===== src/rtl/pff_div_cell.sv =====
// ----------------------------------------------------------------------------
// pff_div_cell: one restoring division step
// Shifts the next numerator bit into the remainder and produces one
// quotient bit; divisor and side data travel along.
// ----------------------------------------------------------------------------
module pff_div_cell #(
    parameter int NW = 31,
    parameter int RW = 24,
    parameter int SW = 1
) (
    input  logic          clk,
    input  logic          rst_n,
    input  logic          ce,
    input  logic          in_valid,
    input  logic [RW-1:0] in_rem,
    input  logic [NW-1:0] in_num,
    input  logic [NW-1:0] in_quo,
    input  logic [RW-1:0] in_den,
    input  logic [SW-1:0] in_side,
    output logic          out_valid,
    output logic [RW-1:0] out_rem,
    output logic [NW-1:0] out_num,
    output logic [NW-1:0] out_quo,
    output logic [RW-1:0] out_den,
    output logic [SW-1:0] out_side
);

    logic [RW:0]   trial;
    logic [RW:0]   diff;
    logic          ge;
    logic [RW-1:0] rem_next;
    logic          valid_reg;
    logic [RW-1:0] rem_reg;
    logic [NW-1:0] num_reg;
    logic [NW-1:0] quo_reg;
    logic [RW-1:0] den_reg;
    logic [SW-1:0] side_reg;

    assign trial    = {in_rem, in_num[NW-1]};
    assign diff     = trial - {1'b0, in_den};
    assign ge       = (trial >= {1'b0, in_den});
    assign rem_next = ge ? diff[RW-1:0] : trial[RW-1:0];

    always_ff @(posedge clk or negedge rst_n)
    begin
        if (!rst_n)
        begin
            valid_reg <= 1'b0;
        end
        else if (ce)
        begin
            valid_reg <= in_valid;
        end
    end

    always_ff @(posedge clk)
    begin
        if (ce)
        begin
            rem_reg  <= rem_next;
            num_reg  <= {in_num[NW-2:0], 1'b0};
            quo_reg  <= {in_quo[NW-2:0], ge};
            den_reg  <= in_den;
            side_reg <= in_side;
        end
    end

    assign out_valid = valid_reg;
    assign out_rem   = rem_reg;
    assign out_num   = num_reg;
    assign out_quo   = quo_reg;
    assign out_den   = den_reg;
    assign out_side  = side_reg;

endmodule


===== config.mk =====
export PLATFORM = sky130hd
export DESIGN_NAME = pff_div_cell
export DESIGN_NICKNAME = d
export VERILOG_FILES = /design/src/rtl/pff_div_cell.sv
export SDC_FILE = /design/constraint.sdc
export NUM_CORES = 1
export LEC_CHECK = 0
export ABC_AREA = 0
export BUFFER_PORTS_ARGS = -buffer_cell sky130_fd_sc_hd__buf_2
export CAP_MARGIN = 20
export CORE_ASPECT_RATIO = 1.75
export CORE_UTILIZATION = 35
export CTS_CLUSTER_DIAMETER = 30
export CTS_CLUSTER_SIZE = 28
export DETAILED_ROUTE_END_ITERATION = 12
export PLACE_DENSITY = 0.66
export SLEW_MARGIN = 20
export SYNTH_ARGS = -nofsm -noshare
export SYNTH_HDL_FRONTEND = slang
export SYNTH_SLANG_ARGS = --single-unit

===== constraint.sdc =====
create_clock -name clk -period 1.4 [get_ports clk]
set_clock_uncertainty 0.15 [all_clocks]
set_input_delay 0.07 -clock clk [delete_from_list [all_inputs] [get_ports clk]]
set_output_delay 0.07 -clock clk [all_outputs]
set_load 0.05 [all_outputs]

==> metrics.md, run 1 <==
| Metric | Value |
|---|---|
| Peak supply drop | `0.000636 V` |
| Worst skew pair latency | `0.34 ns` |
| Cells on worst reg2reg path | `1` |
| Netlist cell types | `63` |
| Pin count of the biggest net entering global routing | `61` |
| Max cap viols | `0` |
| Fill cells | `1,093` |
| Layout cells sized above 1 | `0.568` |
| CTS Sinks | `111` |
| CTS buffer count | `9` |
| Detailed Routing Iterations Pass 1 | `4` |
| Main synth FF type | `edfxtp_1` |
| Critical path class | `input port to flop` |
| CP Depth | `10` |
| Crit-path slowest cell | `o311a_4` |
| Worst stage delay on the critical path | `0.40 ns` |
| Most instantiated library cell after synthesis | `edfxtp_1` |
| Required @ worst endpoint | `1.35 ns` |
| RSZ-0062 raised after global routing | `true` |
| CP Cell Sequence | `buf_4 -> ha_4 -> buf_6 -> a21oi_4 -> o21ai_2 -> nor2b_4 -> o311a_4 -> nor2_8 -> inv_8 -> mux2_4` |
| Initial antenna violation count | `1` |
| Worst Setup End Kind | `flop` |
| WP data arrival | `1.96 ns` |
| Worst Setup Start Kind | `input port` |
| First-pass GRT wire length | `26,700 um` |
| Post-synth EDFFs | `110` |
| Die H | `165 um` |
| Register area | `3330 sq um` |
| Fin crit share | `1.43` |
| CTS Buffer Depth | `2` |
| Pwr/cell area | `1060 nW/um^2` |
| Warnings from Yosys | `0` |
| Final GP Congestion | `0.828` |
| CP startpoint | `in_rem[7]` |
| Final Setup Violations | `25` |
| Max Clock Freq | `499 MHz` |
| Cell area after synthesis | `5340 sq um` |
| Die ar. | `15,800 sq um` |
| GRT Total Usage | `0.227` |
| Antenna Violating Nets Remaining | `0` |
| Area of the multi-input gates | `2400 sq um` |
| Worst reg-to-reg setup slack | `0.50 ns` |
| Final nets | `999` |
| Global route overflow | `0` |
| Synth Register Bits | `111` |
| DRC | `0` |
| Post-route setup slack | `-0.604 ns` |
| Area delta synth->final | `84.8%` |
| Reg-to-reg endpoint | `out_valid` |
| TritonCTS clock tree | `done` |
| DP HPWL | `12,600 um` |
| Synth top area cells | `edfxtp_1 62%, ha_1 5.6%, inv_1 2.3%, a21oi_1 2.2%, nand3_1 1.5%` |
| Fraction of registers with async set or reset after synthesis | `0.00901` |
| Syn nets | `533` |
| IO Count | `227` |
| Via count | `5,081` |
| Die Wd | `95.4 um` |
| Vias in the first global route | `5,316` |
| CP top delay family | `compound AO/OA/AOI/OAI gates` |
| Post-synthesis sequential area ratio | `0.623` |
| Share of the synthesized area in the top cell type | `0.619` |
| Mapped Avg Cell Area | `13.6 sq um` |
| Violated checks | `negative setup slack` |
| Worst Path Buf+Inv | `3` |
| Finished Core Util | `0.662` |
| Worst Setup EP | `out_rem[7]` |
| Initial DRC Count | `193` |
| Hold Fails Final Rpt | `0` |
| Core area | `14,900 sq um` |
| Max-slew violations | `0` |
| WL final | `18,200 um` |
| Root buffer cell | `clkbuf_16` |
| Commonest cells post-synth | `110 x edfxtp_1, 33 x inv_1, 24 x a21oi_1, 24 x ha_1` |
| Run status | `finished with violations` |
| Worst r2r src | `out_valid` |
| Period minus WS final | `2.00 ns` |
| Cells after Synth | `393` |
| Class of the worst hold path | `input port to flop` |
| Starting Density | `0.358` |
| Floorplan row count | `59` |
| Routed len/inst | `17.3 um` |
| Register clock-pin slew on the reported worst setup and hold paths | `0.08 ns` |
| Dominant cell type by area after synthesis | `edfxtp_1` |
| Port bufs | `224` |
| Total power | `10,500 uW` |
| Worst-path maximum fanout | `6` |
| H-Tree Depth | `3` |
| Vias per inst | `4.85` |
| P_leak | `0.00423 uW` |
==> registers in the layout (all words and copies together), names as in the netlist <==
| name | count |
|---|---|
| out_valid | 1 |
| out_side | 1 |
| out_num | 30 |
| out_den | 24 |
| out_rem | 24 |
| out_quo | 31 |
==> logic make-up (layout without fill, tap and decap cells) <==
group | Yosys count | count (layout) | synth area share
buffers and inverters | 50 | 521 | 0.0452
muxes | 11 | 11 | 0.0267
adders and majority gates | 25 | 25 | 0.0600
other | 1 | 2 | 0.000702
DFF | 111 | 111 | 0.623
xor gates and xnor gates | 11 | 11 | 0.0180
and+or+nand+nor | 88 | 88 | 0.0900
AOI/OAI and AO/OA | 96 | 96 | 0.136
==> layer usage <==
metal	share of wire	global-route usage	wire length, um	vias to the layer above
met4	0.035	0.0977	641	0
met5	0	0	0	-
met3	0.041	0.0325	746	40
met1	0.34	0.227	6220	2433
li1	-	-	-	2439
met2	0.58	0.449	10500	169
==> layout make-up <==
type	instances	area share
diodes	1	0.000254
clock buffers	9	0.0228
clock inverters	7	0.00837
inverters	34	0.0165
multi-input cells	232	0.244
flip-flops and latches	111	0.337
well taps	183	0.0232
repair buffers	470	0.347
repair inverters	1	0.00114
==> where the power goes <==
part	switching [uW]	internal (uW)
clock	1330	1290
sequential	87.1	4030
combinational	2220	1520
==> worst min-delay path by stage <==
stage	startpoint	end	slack [ns]	cells after the start
4_1_cts	in_rem[19]	out_rem[20]	0.009	4
5_1_grt	in_rem[15]	out_rem[16]	0.03	3
2_1_floorplan	rst_n	out_valid	-0.38	0
6_report	in_rem[18]	out_rem[19]	0.02	4
3_5_place_dp	rst_n	out_valid	-0.30	1
3_3_place_gp	rst_n	out_valid	-0.31	1
==> repair_timing <==
item                                    CTS  global route
endpoints found under the setup margin   25            25
resized for setup                       118            20
gates cloned                              1             0
hold endpoints to repair                104             0
hold buffers                            103             0
buffers inserted                         15             5
pin swaps                                47            18
==> metrics by stage <==
step / hold WS, ns / std cells / setup WS, ns / instance area (sq um) / TNS (ns)
floorplan: -0.376 / 393 / -0.882 / 5500 / -17.59
global placement: -0.306 / 908 / -1.21 / 7700 / -27.67
detailed placement: -0.304 / 908 / -1.23 / 7700 / -27.85
CTS: 0.00923 / 1043 / -0.574 / 9740 / -12.92
global route: 0.0332 / 1048 / -0.631 / 9870 / -14.73
finish: 0.0231 / 1048 / -0.604 / 9870 / -13.75
==> layout by cell type (no fill, tap or decap), types with 6 or more instances in the layout <==
| cell type | Yosys | layout |
|---|---|---|
| clkbuf_16 | 0 | 9 |
| nand4_1 | 7 | 7 |
| dlygate4sd3_1 | 0 | 103 |
| nor3_1 | 13 | 7 |
| mux2_4 | 5 | 10 |
| buf_2 | 5 | 207 |
| o21ai_0 | 14 | 8 |
| edfxtp_1 | 110 | 110 |
| o21ai_1 | 1 | 6 |
| buf_6 | 3 | 18 |
| a21oi_2 | 0 | 8 |
| nand2_1 | 16 | 14 |
| ha_4 | 0 | 22 |
| o21a_1 | 9 | 9 |
| inv_2 | 0 | 9 |
| a21oi_1 | 24 | 12 |
| and3_1 | 6 | 6 |
| nor2_1 | 10 | 10 |
| xnor2_1 | 8 | 8 |
| inv_1 | 33 | 17 |
| inv_4 | 0 | 6 |
| nand3_1 | 16 | 14 |
| buf_4 | 1 | 133 |
Power figures use the tool's default switching activity.
==> run 2, diff against run 1 <==
--- a/config.mk
+++ b/config.mk
@@ -13,6 +13,7 @@
 export CTS_CLUSTER_DIAMETER = 30
 export CTS_CLUSTER_SIZE = 28
 export DETAILED_ROUTE_END_ITERATION = 12
+export HOLD_SLACK_MARGIN = 0.15
 export PLACE_DENSITY = 0.66
 export SLEW_MARGIN = 20
 export SYNTH_ARGS = -nofsm -noshare
==> run 2 against run 1 <==
Effect of this change:
- first-iteration DRC count is 0.52% higher
- fmax is 0.14% higher
- sequential power hardly changed
- non-clock buffer count is 11 higher
- cell area is 0.94% higher
- cell count is 0.95% higher
- total power is 0.12% higher
- the run ends with negative hold slack, negative setup slack left
- register-to-register slack hardly changed
- via count hardly changed
- largest cell class unchanged
- sequential share of layout area is 0.31 points lower
==> metrics.md, run 2 (synthesis gave the netlist of run 1 again) <==
| Metric | Value |
|---|---|
| First-pass GRT wire length | `27,000 um (+1.3%)` |
| Detailed Routing Iterations Pass 1 | `4 (unchanged)` |
| Period minus WS final | `2.00 ns (-0.00278 ns)` |
| Violated checks | `negative hold slack, negative setup slack` |
| Antenna Violating Nets Remaining | `0 (unchanged)` |
| CTS Sinks | `111 (unchanged)` |
| Vias per inst | `4.81 (-0.89%)` |
| Starting Density | `0.358 (unchanged)` |
| Hold buffer count at cts | `112 (+8.7%)` |
| Register clock-pin slew on the reported worst setup and hold paths | `0.08 ns (about the same)` |
| CTS Buffer Depth | `2 (unchanged)` |
| Fin crit share | `1.43 (-0.00198)` |
| Die ar. | `15,800 sq um (unchanged)` |
| Final Instance Count excl. Fillers | `1,058 (+0.95%)` |
| Run status | `finished with violations` |
| Antenna Cells | `0 (-1)` |
| Final nets | `1,010 (+1.1%)` |
| Post-route setup slack | `-0.602 ns (+0.00278 ns)` |
| Hold Fails Final Rpt | `1 (+1)` |
| DP HPWL | `12,600 um (unchanged)` |
| Critical path class | `input port to flop` |
| WL final | `18,300 um (+0.72%)` |
| Final Setup Violations | `25 (unchanged)` |
| Die H | `165 um (unchanged)` |
| Pwr/cell area | `1050 nW/um^2 (-0.82%)` |
| CP top delay family | `compound AO/OA/AOI/OAI gates` |
| Final GP Congestion | `0.828 (unchanged)` |
| H-Tree Depth | `3 (unchanged)` |
| Peak supply drop | `0.000621 V (-2.4%)` |
| Commonest cells after routing, fill and taps aside | `205 x buf_2, 135 x buf_4, 112 x dlygate4sd3_1` |
| Placed Cells | `908 (unchanged)` |
| CP Cell Sequence | `buf_4 -> ha_4 -> buf_6 -> a21oi_4 -> o21ai_2 -> nor2b_4 -> o311a_4 -> nor2_8 -> inv_8 -> mux2_4` |
| Global route overflow | `0 (unchanged)` |
| Initial antenna violation count | `0 (-1)` |
| Max cap viols | `0 (unchanged)` |
| Via count | `5,084 (+0.059%)` |
| Area delta synth->final | `86.5%` |
| Port bufs | `224 (unchanged)` |
| Max FFs per register | `31 (unchanged)` |
| Worst skew pair latency | `0.34 ns (about the same)` |
| Crit-path slowest cell | `o311a_4` |
| P_leak | `0.00428 uW (+1.1%)` |
| RSZ-0062 raised after global routing | `true` |
| Routed len/inst | `17.3 um (-0.23%)` |
| Pin count of the biggest net entering global routing | `61 (unchanged)` |
| Max-slew violations | `0 (unchanged)` |
| Most common cell after layout, fill and taps aside | `buf_2` |
| Layout cells sized above 1 | `0.562 (-0.00600)` |
| Max Clock Freq | `500 MHz (+0.14%)` |
| Worst stage delay on the critical path | `0.40 ns (about the same)` |
| DRC | `0 (unchanged)` |
| Floorplan row count | `59 (unchanged)` |
| WP data arrival | `1.95 ns (about the same)` |
| TritonCTS clock tree | `done` |
| Initial DRC Count | `194 (+0.52%)` |
| GRT Total Usage | `0.230 (+0.00236)` |
| CTS buffer count | `9 (unchanged)` |
| IO Count | `227 (unchanged)` |
| Worst Path Buf+Inv | `3 (unchanged)` |
| Worst-path maximum fanout | `6 (unchanged)` |
| Worst Setup End Kind | `flop` |
| Vias in the first global route | `5,405 (+1.7%)` |
| Root buffer cell | `clkbuf_16` |
| Place WS | `-1.23 ns (unchanged)` |
| Class of the worst hold path | `input port to flop` |
| Die Wd | `95.4 um (unchanged)` |
| Required @ worst endpoint | `1.35 ns (about the same)` |
| WHS | `-0.236 ns (-0.259 ns)` |
| Core area | `14,900 sq um (unchanged)` |
| Worst Setup Start Kind | `input port` |
## run 2: changes by cell type in the layout (fill, tap and decap cells not counted), sizes merged
cell / change
buf: +2
diode: -1
dlygate4sd3: +9
## run 2: power breakdown
group	total (uW)	switching [uW]	internal, uW
clock network	2610	1320	1290
registers	4110	87.7	4030
logic	3750	2220	1530
## run 2: what timing repair did
action                                  4_1_cts  5_1_grt
setup buffers                                15        6
gates cloned                                  1        0
resized for setup                           118       23
pin swaps                                    47       23
hold endpoints to repair                    127        2
endpoints found under the setup margin       25       25
## run 2: area by class of cell
cell class,instances,area [sq um]
tap,183,229
timing repair buffer,481,3540
clock buffer,9,225
inverter,34,165
timing repair inverter,1,11.3
multi-input combinational,232,2370
fill,1096,4950
sequential,111,3330
clock inverter,7,82.6
## run 2: per-stage QoR
| step | power [uW] | cell area (sq um) | setup TNS, ns | util | hold slack [ns] |
|---|---|---|---|---|---|
| final | 10500 | 9960 | -13.60 | 0.668 | -0.236 |
| after global routing | 10900 | 9960 | -14.55 | 0.668 | -0.242 |
| after CTS | 10500 | 9830 | -12.92 | 0.659 | -0.218 |
| after detailed placement | 7270 | 7700 | -27.85 | 0.516 | -0.304 |
| after global placement | 7220 | 7700 | -27.67 | 0.516 | -0.306 |
| after floorplan | 6130 | 5500 | -17.59 | - | -0.376 |
## run 2: worst paths after layout
| path | start | endpoint | slack [ns] | cells past startpoint |
|---|---|---|---|---|
| setup / recovery | in_rem[7] | out_rem[7] | -0.60 | 10 |
| hold / removal | in_den[1] | out_den[1] | -0.24 | 1 |
| setup reg to reg | out_valid | out_valid | 0.50 | 1 |
| hold reg to reg | out_valid | out_valid | 0.38 | 1 |
| max in group asynchronous | rst_n | out_valid | 0.58 | 3 |
| min in group asynchronous | rst_n | out_valid | 0.41 | 3 |
## run 2: layer usage
layer	track usage	wire length, um	vias to the layer above
li1	-	-	2456
met1	0.227	6270	2428
met2	0.457	10600	161
met3	0.0353	764	39
met4	0.0943	635	0
met5	0	0	-
